<file path="config.mk">
export PLATFORM = sky130hd
export DESIGN_NAME = ptru_ctrl
export DESIGN_NICKNAME = d
export VERILOG_FILES = /design/src/design/ptru_pkg.sv /design/src/design/ptru_slot_rem.sv /design/src/design/ptru_ctrl.sv
export VERILOG_INCLUDE_DIRS = /design/src /design/src/design
export SDC_FILE = /design/constraint.sdc
export NUM_CORES = 1
export LEC_CHECK = 0
export BUFFER_PORTS_ARGS = -buffer_cell sky130_fd_sc_hd__clkbuf_2
export CORE_AREA = 4 4 79 81
export CTS_BUF_LIST = sky130_fd_sc_hd__clkbuf_2
export DETAILED_ROUTE_END_ITERATION = 12
export DIE_AREA = 0 0 83 85
export GPL_ROUTABILITY_DRIVEN = 1
export HOLD_SLACK_MARGIN = 0.15
export PLACE_DENSITY = 0.81
export SLEW_MARGIN = 20
export SYNTH_ARGS = -nofsm -noshare
export SYNTH_HDL_FRONTEND = slang
export SYNTH_SLANG_ARGS = --single-unit
</file>
<file path="constraint.sdc">
create_clock -name clk_i -period 12.8 [get_ports clk_i]
set_clock_uncertainty 0.15 [all_clocks]
set_input_delay 0.64 -clock clk_i [delete_from_list [all_inputs] [get_ports clk_i]]
set_output_delay 0.64 -clock clk_i [all_outputs]
set_load 0.05 [all_outputs]
</file>
<file path="src/design/png_tiff_row_unfilter_top_assert.svh">
// ----------------------------------------------------------------------------
// Row unfilter assertion macros
// Clocked assertion helpers shared by the row unfilter modules.
// ----------------------------------------------------------------------------
`ifndef PNG_TIFF_ROW_UNFILTER_TOP_ASSERT_SVH
`define PNG_TIFF_ROW_UNFILTER_TOP_ASSERT_SVH

// The property is checked on every rising clk_i edge outside of reset.
`define PTRU_ASSERT(lbl, prop, msg) \
  lbl: assert property (@(posedge clk_i) disable iff (!rst_ni) (prop)) else $error(msg);

// The condition must never be true on a rising clk_i edge outside of reset.
`define PTRU_ASSERT_NEVER(lbl, cond, msg) \
  lbl: assert property (@(posedge clk_i) disable iff (!rst_ni) !(cond)) else $error(msg);

`endif

</file>
<file path="src/design/ptru_pkg.sv">
// ----------------------------------------------------------------------------
// Row unfilter package
// Types, register codes, filter codes and the Paeth predictor function.
// ----------------------------------------------------------------------------
`timescale 1ns / 1ps

package ptru_pkg;

  localparam int unsigned POS_W      = 13;
  localparam int unsigned BPP_W      = 4;
  localparam int unsigned SLOT_W     = 4;
  localparam int unsigned CFG_IDX_W  = 2;
  localparam int unsigned CFG_DATA_W = 13;

  typedef logic [POS_W-1:0]  pos_t;
  typedef logic [SLOT_W-1:0] slot_t;
  typedef logic [BPP_W-1:0]  bpp_t;

  localparam logic [CFG_IDX_W-1:0] REG_MODE = 2'd0;
  localparam logic [CFG_IDX_W-1:0] REG_BPP  = 2'd1;
  localparam logic [CFG_IDX_W-1:0] REG_ROW  = 2'd2;

  localparam logic MODE_PNG  = 1'b0;
  localparam logic MODE_TIFF = 1'b1;

  localparam logic [7:0] FILTER_CODE_MAX   = 8'd4;
  localparam logic [7:0] FILTER_ALIAS_BASE = 8'd10;
  localparam logic [7:0] FILTER_ALIAS_MAX  = 8'd14;

  typedef enum logic [2:0] {
    FILT_NONE,
    FILT_SUB,
    FILT_UP,
    FILT_AVG,
    FILT_PAETH
  } filter_e;

  typedef struct packed {
    logic mode;
    bpp_t bpp;
    pos_t rb;
  } cfg_t;

  typedef struct packed {
    logic [7:0] data;
    pos_t       pos;
    slot_t      slot;
    logic       has_left;
    filter_e    filter;
    logic       png;
    logic       last;
    logic       bad;
  } item_t;

  function automatic logic [7:0] paeth(input logic [7:0] a, input logic [7:0] b,
                                       input logic [7:0] c);
    logic [9:0] ab;
    logic [9:0] cc;
    logic [9:0] pa;
    logic [9:0] pb;
    logic [9:0] pc;
    ab = {2'b00, a} + {2'b00, b};
    cc = {1'b0, c, 1'b0};
    pa = (b > c) ? {2'b00, b - c} : {2'b00, c - b};
    pb = (a > c) ? {2'b00, a - c} : {2'b00, c - a};
    pc = (ab > cc) ? (ab - cc) : (cc - ab);
    if (pa <= pb && pa <= pc) begin
      return a;
    end else if (pb <= pc) begin
      return b;
    end
    return c;
  endfunction

endpackage

</file>
<file path="src/design/ptru_slot_rem.sv">
// ----------------------------------------------------------------------------
// Row unfilter pixel slot remainder unit
// Bit-serial restoring remainder of the row position by the pixel size.
// ----------------------------------------------------------------------------
`timescale 1ns / 1ps

module ptru_slot_rem (
  input  logic            clk_i,
  input  logic            rst_ni,
  input  logic            start_i,
  input  ptru_pkg::pos_t  pos_i,
  input  ptru_pkg::bpp_t  div_i,
  output logic            busy_o,
  output logic            done_o,
  output ptru_pkg::slot_t rem_o
);

  localparam logic [3:0] STEPS = 4'(ptru_pkg::POS_W);

  logic [3:0] cnt_q, cnt_d;
  logic [3:0] rem_q, rem_d;
  logic [3:0] idx;
  logic [4:0] shifted;
  logic [4:0] trial;

  always_comb begin
    idx     = cnt_q - 4'd1;
    shifted = {rem_q, pos_i[idx]};
    trial   = (shifted >= {1'b0, div_i}) ? (shifted - {1'b0, div_i}) : shifted;
    cnt_d   = cnt_q;
    rem_d   = rem_q;
    if (start_i) begin
      cnt_d = STEPS;
      rem_d = '0;
    end else if (cnt_q != 4'd0) begin
      cnt_d = cnt_q - 4'd1;
      rem_d = trial[3:0];
    end
  end

  always_ff @(posedge clk_i or negedge rst_ni) begin
    if (!rst_ni) begin
      cnt_q <= '0;
      rem_q <= '0;
    end else begin
      cnt_q <= cnt_d;
      rem_q <= rem_d;
    end
  end

  assign busy_o = (cnt_q != 4'd0);
  assign done_o = (cnt_q == 4'd1) && !start_i;
  assign rem_o  = ptru_pkg::slot_t'(trial[3:0]);

endmodule

</file>
<file path="src/design/ptru_ctrl.sv">
// ----------------------------------------------------------------------------
// Row unfilter input control
// Row position, filter decode, dropped rows and pixel slot tracking.
// ----------------------------------------------------------------------------
`timescale 1ns / 1ps

`include "png_tiff_row_unfilter_top_assert.svh"

module ptru_ctrl #(
  parameter int unsigned MAX_PIXEL_BYTES = 8
) (
  input  logic              clk_i,
  input  logic              rst_ni,
  input  ptru_pkg::cfg_t    cfg_i,
  input  logic              cfg_we_i,
  input  logic              in_valid_i,
  input  logic [7:0]        in_data_i,
  output logic              in_ready_o,
  input  logic              s1_ready_i,
  output logic              issue_valid_o,
  output ptru_pkg::item_t   issue_o
);

  localparam int unsigned SW = (MAX_PIXEL_BYTES > 1) ? $clog2(MAX_PIXEL_BYTES) : 1;

  ptru_pkg::pos_t    col_q, col_d;
  logic [SW-1:0]     slot_q, slot_d;
  ptru_pkg::filter_e filter_q, filter_d;
  logic              drop_q, drop_d;

  logic              accept;
  ptru_pkg::pos_t    pos_data;
  ptru_pkg::pos_t    pos_next;
  logic              last;
  ptru_pkg::pos_t    col_next;
  logic [ptru_pkg::SLOT_W:0] slot_inc;
  logic [SW-1:0]     slot_next;
  logic              code_ok;
  logic [7:0]        code_fold;
  logic              rem_busy;
  logic              rem_done;
  ptru_pkg::slot_t   rem_val;

  ptru_slot_rem u_slot_rem (
    .clk_i   (clk_i),
    .rst_ni  (rst_ni),
    .start_i (cfg_we_i),
    .pos_i   (pos_next),
    .div_i   (cfg_i.bpp),
    .busy_o  (rem_busy),
    .done_o  (rem_done),
    .rem_o   (rem_val)
  );

  assign in_ready_o = s1_ready_i && !rem_busy && !cfg_we_i;
  assign accept     = in_valid_i && in_ready_o;

  always_comb begin
    pos_data  = (cfg_i.mode == ptru_pkg::MODE_TIFF) ? col_q : (col_q - 13'd1);
    if (cfg_i.mode == ptru_pkg::MODE_TIFF) begin
      pos_next = col_q;
    end else begin
      pos_next = (col_q == '0) ? '0 : (col_q - 13'd1);
    end
    last      = (({1'b0, pos_data} + 14'd1) >= {1'b0, cfg_i.rb});
    col_next  = last ? '0 : (col_q + 13'd1);
    slot_inc  = {1'b0, ptru_pkg::slot_t'(slot_q)} + 5'd1;
    slot_next = (last || (slot_inc >= {1'b0, cfg_i.bpp})) ? '0 : SW'(slot_inc);
    code_ok   = (in_data_i <= ptru_pkg::FILTER_CODE_MAX) ||
                ((in_data_i >= ptru_pkg::FILTER_ALIAS_BASE) &&
                 (in_data_i <= ptru_pkg::FILTER_ALIAS_MAX));
    code_fold = (in_data_i >= ptru_pkg::FILTER_ALIAS_BASE) ?
                (in_data_i - ptru_pkg::FILTER_ALIAS_BASE) : in_data_i;
  end

  always_comb begin
    col_d             = col_q;
    slot_d            = slot_q;
    filter_d          = filter_q;
    drop_d            = drop_q;
    issue_valid_o     = 1'b0;
    issue_o.data      = in_data_i;
    issue_o.pos       = pos_data;
    issue_o.slot      = ptru_pkg::slot_t'(slot_q);
    issue_o.has_left  = (pos_data >= 13'(cfg_i.bpp));
    issue_o.filter    = filter_q;
    issue_o.png       = 1'b1;
    issue_o.last      = last;
    issue_o.bad       = 1'b0;
    if (accept) begin
      if (cfg_i.mode == ptru_pkg::MODE_TIFF) begin
        issue_valid_o  = 1'b1;
        issue_o.filter = ptru_pkg::FILT_SUB;
        issue_o.png    = 1'b0;
        col_d          = col_next;
        slot_d         = slot_next;
      end else if (col_q == '0) begin
        col_d  = 13'd1;
        slot_d = '0;
        if (code_ok) begin
          filter_d = ptru_pkg::filter_e'(code_fold[2:0]);
          drop_d   = 1'b0;
        end else begin
          filter_d      = ptru_pkg::FILT_NONE;
          drop_d        = 1'b1;
          issue_valid_o = 1'b1;
          issue_o.bad   = 1'b1;
          issue_o.last  = 1'b0;
        end
      end else begin
        col_d  = col_next;
        slot_d = slot_next;
        if (drop_q) begin
          if (last) begin
            drop_d = 1'b0;
          end
        end else begin
          issue_valid_o = 1'b1;
        end
      end
    end
    if (rem_done) begin
      slot_d = SW'(rem_val);
    end
  end

  always_ff @(posedge clk_i or negedge rst_ni) begin
    if (!rst_ni) begin
      col_q    <= '0;
      slot_q   <= '0;
      filter_q <= ptru_pkg::FILT_NONE;
      drop_q   <= 1'b0;
    end else begin
      col_q    <= col_d;
      slot_q   <= slot_d;
      filter_q <= filter_d;
      drop_q   <= drop_d;
    end
  end

  `PTRU_ASSERT(a_slot_below_bpp, !rem_busy |-> ptru_pkg::slot_t'(slot_q) < cfg_i.bpp, "pixel slot out of range")
  `PTRU_ASSERT(a_filter_byte_step, accept && cfg_i.mode == ptru_pkg::MODE_PNG && col_q == '0 |=> col_q == 13'd1, "filter byte did not open the row")
  `PTRU_ASSERT(a_row_end_slot, issue_valid_o && issue_o.last |=> slot_q == '0, "slot not cleared at row end")

endmodule

</file>
# After elaboration in Yosys (flattened, before gate mapping)
# Cells that the tools add are included.
# Widths: inputs -> output; s select.
classes:
  magnitude_cmp: 8
  addsub: 7
  bitwise: 1
  n_reduce_logical: 15
  mux: 33
  eq_ne: 1
op_table:
  columns: ["op", "n"]
  rows:
  - ["$mux 13", 6]
  - ["$mux 4", 6]
  - ["$mux 3", 7]
  - ["$add 13x1->14 const B", 1]
  - ["$ge 14x13->1", 1]
  - ["$add 13x1->13 const B", 1]
  - ["$ge 13x4->1", 1]
  - ["$logic_not 13->1", 1]
  - ["$sub 13x1->13 const B", 1]
  - ["$mux 1", 9]
  - ["$ge 8x4->1 const B", 1]
  - ["$le 8x3->1 const B", 1]
  - ["$le 8x4->1 const B", 1]
  - ["$mux 2", 3]
  - ["$mux 6", 1]
  - ["$ge 5x4->1", 1]
  - ["$logic_and 1x1->1", 5]
  - ["$lt 4x5->1 const B", 1]
  - ["$add 3x1->4 const B", 1]
  - ["$bmux 1 s4", 1]
  - ["$eq 4x1->1 const B", 1]
  - ["$ge 4x4->1", 1]
  - ["$reduce_bool 2->1", 2]
  - ["$reduce_bool 4->1", 1]
  - ["8 further kinds", 10]
totals:
  out_inout_bits: 34
  reg_bits: 28
  in_bits: 31

# Depth between registers and ports, before layout
logic_depth:
  word_depth: 10
  mapped_depth: 19
  mapped_depth_nobuf: 17

# Cells and area by module
# From an unflattened synthesis, not the netlist that was laid out.
unflattened:
  cells_unflattened: 432
  area_unflattened_um2: 3379.5
by_module_without_submodules:
  columns: ["mod", "seq_area_each_um2", "instances", "cells_per_inst", "area_each_um2"]
  rows:
  - ["ptru_ctrl", 500.5, 1, 346, 2538.7]
  - ["ptru_slot_rem", 200.2, 1, 86, 840.8]

# Worst setup path before layout
# No wires, ideal clock.
synth_timing:
  path_kind: "register to output"
  start: "reg col_q[0]"
  end: "out issue_o[1] (netlist name)"
  path_stages_with_launch: 17
  arrival_ns: 5.331
  path_buffers: 2
  slack_ns: 6.679
  path_cell_list: "dfrtp_1 > clkbuf_1 > inv_1 > ha_1 > mux2i_1 > ha_1 > nand2_1 > or3b_2 > nand3b_1 > xnor2_1 > ha_1 > a21o_1 > a2111oi_0 > o21ai_0 > a221oi_1 > clkbuf_1 > a21oi_1"
synth_lines:
  columns: ["item", "line_no", "rtl"]
  rows:
  - ["start, declared", "ptru_ctrl.sv:26", "ptru_pkg::pos_t col_q, col_d;"]
  - ["start signal, assigned", "ptru_ctrl.sv:134", "col_q <= col_d;"]
  - ["end, declared", "ptru_ctrl.sv:21", "output ptru_pkg::item_t issue_o"]

==> results.sh <==
export IMPL_reg2regPathDepth=16
export IMPL_place_gp_congestion=0.890
export IMPL_nNetsFinal=519
export IMPL_whs_path_depth=3
export IMPL_synth_seq_cells=28
export IMPL_critical_path_peak_fanout=15
export IMPL_first_iter_violations=286
export IMPL_die_height_um=85
export IMPL_vias=3106
export IMPL_post_drt_wl_per_cell_um=15.0
export IMPL_firstDrtPassIters=4
export IMPL_synth_cells=409
export IMPL_fillcell_total=496
export IMPL_post_cts_setup_buffers=0
export IMPL_grt_overflow=0
export IMPL_synth_async_reset_ratio=1.00
export IMPL_worst_endpoint_required_ns=12.01
export IMPL_gr_util_all_layers=0.218
export IMPL_leakage_uw=0.00173
export IMPL_mostFrequentLayoutCells="sky130_fd_sc_hd__clkbuf_2 (66), sky130_fd_sc_hd__inv_1 (39), sky130_fd_sc_hd__nand2_1 (36)"
export IMPL_synth_area_sq_mm=0.00323
export IMPL_numCtsBuffers=3
export IMPL_crit_path_start="col_q[0]"
export IMPL_place_hpwl_um=6270
export IMPL_cell_area_after_placement_sq_mm=0.00350
export IMPL_ant_nets=0
export IMPL_layout_commonest_cell="sky130_fd_sc_hd__clkbuf_2"
export IMPL_grt_start_max_net_pins=29
export IMPL_insertedDiodeCount=0
export IMPL_cts_tree="built"
export IMPL_reg2reg_from="col_q[0]"
export IMPL_clockRootBuffer="sky130_fd_sc_hd__clkbuf_2"
export IMPL_final_min_clock_period_ns=6.01
export IMPL_worstPathArrival_ns=5.22
export IMPL_port_buffer_count=63
export IMPL_slew_headroom=0.480
export IMPL_regToRegEndpoint="col_q[7]"
export IMPL_clock_sinks=28
export IMPL_rows=27
export IMPL_final_hold_viol_count=0
export IMPL_core_sq_mm=0.00547
export IMPL_timing_worst_slew_pin_value_ns=0.773
export IMPL_grt_pass1_vias=2908
export IMPL_mappedNetlistNets=475
export IMPL_layout_area_overhead_vs_synth_pct=9.45
export IMPL_final_max_slew_violation_count=0
export IMPL_antenna_found_initial=0
export IMPL_drc_violations_left=0
export IMPL_proportion_of_layout_cells_with_a_drive_suffix_above_1=0.190
export IMPL_irDropWorstVdd_mv=0.0470
export IMPL_cp_endpoint="issue_o[1]"
export IMPL_finalSetupViolCount=0
export IMPL_ys_flop_type="sky130_fd_sc_hd__dfrtp_1"
export IMPL_r2r_slack_ns=7.51
export IMPL_initial_core_util=0.590
export IMPL_critPathCaptureType="output pin"
export IMPL_cts_htree_levels=1
export IMPL_count_of_flip_flops_with_a_built_in_enable_after_synthesis=0
export IMPL_yosysUniqueCellTypes=63
export IMPL_final_area_sq_mm=0.00353
export IMPL_class_of_the_most_critical_hold_timing_path="input port to flop"
export IMPL_worst_skew_pair_late_latency_ns=0.39
export IMPL_yosysWarnings=0
export IMPL_fmax_ghz=0.166
export IMPL_ys_seq_area_frac=0.217
export IMPL_vias_per_cell=5.93
export IMPL_route_final_wire_length_um=7890
export IMPL_status="finished, final reports clean"
export IMPL_rsz0062_at_grt="no"
export IMPL_die_width_um=83
export IMPL_startpoint_type="flop"
export IMPL_synth_area_per_cell_sq_um=7.90
export IMPL_power_per_cell_area_mw_per_mm2=74.6
export IMPL_clk_pin_slew_ns=0.27
export IMPL_grt_first_pass_wirelength_um=13100
export IMPL_crit_type="flop to output pin"
export IMPL_clockBufferDepth=2
export IMPL_max_cap_viol_count=0
export IMPL_setup_total_negative_slack_ns=0
export IMPL_finalCritPeriodShare=0.470
export IMPL_worst_hold_margin_ns=0.353
export IMPL_io_pin_count=65
export IMPL_die_area_sq_mm=0.00706
layout make-up:
| class | count | area (sq um) | share of cell area |
|---|---|---|---|
| flip-flops and latches | 28 | 701 | 0.198 |
| well taps | 72 | 90.1 | 0.0255 |
| clock buffers | 3 | 15.0 | 0.00425 |
| inverters | 39 | 146 | 0.0414 |
| repair buffers | 66 | 340 | 0.0963 |
| multi-input cells | 315 | 2240 | 0.633 |
| clock inverters | 1 | 3.75 | 0.00106 |
per-stage QoR:
step | cells | power [uW] | setup slack, ns | utilization
3_3_place_gp | 519 | 226 | 7.33 | 0.639
6_report | 524 | 264 | 6.79 | 0.646
2_1_floorplan | 409 | 200 | 6.68 | -
3_5_place_dp | 519 | 230 | 7.22 | 0.639
4_1_cts | 524 | 264 | 6.80 | 0.645
5_1_grt | 524 | 283 | 6.41 | 0.646
power breakdown:
part	switching (uW)	leakage (uW)	internal, uW	total (uW)
Sequential	9.89	0.000333	97.1	107
Combinational	75.0	0.00138	47.9	123
Clock	27.1	0.0000140	6.78	33.8
Total	112	0.00173	152	264
synthesized netlist by cell type (6+ instances only):
| cell | count | area [sq um] |
|---|---|---|
| sky130_fd_sc_hd__o21ai_0 | 20 | 100 |
| sky130_fd_sc_hd__a21oi_1 | 14 | 70.1 |
| sky130_fd_sc_hd__nand3_1 | 17 | 85.1 |
| sky130_fd_sc_hd__or3_1 | 6 | 37.5 |
| sky130_fd_sc_hd__nor4_1 | 9 | 56.3 |
| sky130_fd_sc_hd__nand2_1 | 36 | 135 |
| sky130_fd_sc_hd__clkbuf_1 | 13 | 48.8 |
| sky130_fd_sc_hd__nand2b_1 | 7 | 43.8 |
| sky130_fd_sc_hd__xnor2_1 | 16 | 140 |
| sky130_fd_sc_hd__nand4_1 | 6 | 37.5 |
| sky130_fd_sc_hd__buf_4 | 10 | 75.1 |
| sky130_fd_sc_hd__a21o_1 | 8 | 60.1 |
| sky130_fd_sc_hd__dfrtp_1 | 28 | 701 |
| sky130_fd_sc_hd__inv_1 | 39 | 146 |
| sky130_fd_sc_hd__nor2_1 | 33 | 124 |
| sky130_fd_sc_hd__ha_1 | 34 | 425 |
| sky130_fd_sc_hd__and3_1 | 6 | 37.5 |
| sky130_fd_sc_hd__nor2b_1 | 7 | 43.8 |
| sky130_fd_sc_hd__a211oi_1 | 7 | 52.6 |
| sky130_fd_sc_hd__xor2_1 | 11 | 96.3 |
| sky130_fd_sc_hd__nor3_1 | 6 | 30.0 |
metal layers:
metal  GRT usage  vias to the layer above  routed length [um]
met5           0                        -                   0
met4      0.0579                        0                 126
met3      0.0262                       11                 455
met2       0.369                      106                3720
met1       0.294                     1466                3590
li1            -                     1523                   -
timing repair:
action	CTS	global route
hold endpoints to repair	15	0
resized for setup	0	0
hold buffers	1	0
cell families (layout without fill, tap and decap cells):
| family | after synthesis | after routing | share of synthesized area |
|---|---|---|---|
| multiplexers | 7 | 7 | 0.0225 |
| AO/OA/AOI/OAI | 84 | 84 | 0.177 |
| buffers and inverters | 66 | 109 | 0.0918 |
| flip-flops | 28 | 28 | 0.217 |
| other | 1 | 1 | 0.00116 |
| adder cells (fa/ha/maj) | 35 | 35 | 0.138 |
| AND/OR/NAND/NOR | 159 | 159 | 0.270 |
| XOR/XNOR | 29 | 29 | 0.0833 |
critical path, stage by stage (launching register included):
cell	delay, ns
sky130_fd_sc_hd__dfrtp_1	0.54
sky130_fd_sc_hd__inv_1	0.15
sky130_fd_sc_hd__ha_1	0.25
sky130_fd_sc_hd__or4b_1	0.61
sky130_fd_sc_hd__xnor2_1	0.24
sky130_fd_sc_hd__or2_2	0.35
sky130_fd_sc_hd__or3b_2	0.49
sky130_fd_sc_hd__nand3b_1	0.20
sky130_fd_sc_hd__xnor2_1	0.15
sky130_fd_sc_hd__ha_1	0.30
sky130_fd_sc_hd__a21o_1	0.16
sky130_fd_sc_hd__a2111oi_0	0.35
sky130_fd_sc_hd__o21ai_0	0.16
sky130_fd_sc_hd__a221oi_1	0.31
sky130_fd_sc_hd__buf_4	0.26
sky130_fd_sc_hd__a21oi_1	0.09
sky130_fd_sc_hd__clkbuf_2	0.24
worst min-delay path by stage:
stage,start,end,slack (ns)
after CTS,in_data_i[0],filter_q[0],0.36
after global placement,filter_q[0],filter_q[0],0.30
after floorplan,rst_ni,col_q[0],0.19
final,in_data_i[0],filter_q[0],0.35
after global routing,in_data_i[0],filter_q[0],0.35
after detailed placement,filter_q[2],filter_q[2],0.31
sequential cells by signal (all words and copies together) (netlist names):
register / flops
col_q: 13
drop_q: 1
filter_q: 3
slot_q: 3
u_slot_rem.cnt_q: 4
u_slot_rem.rem_q: 4
Power figures use the tool's default switching activity.
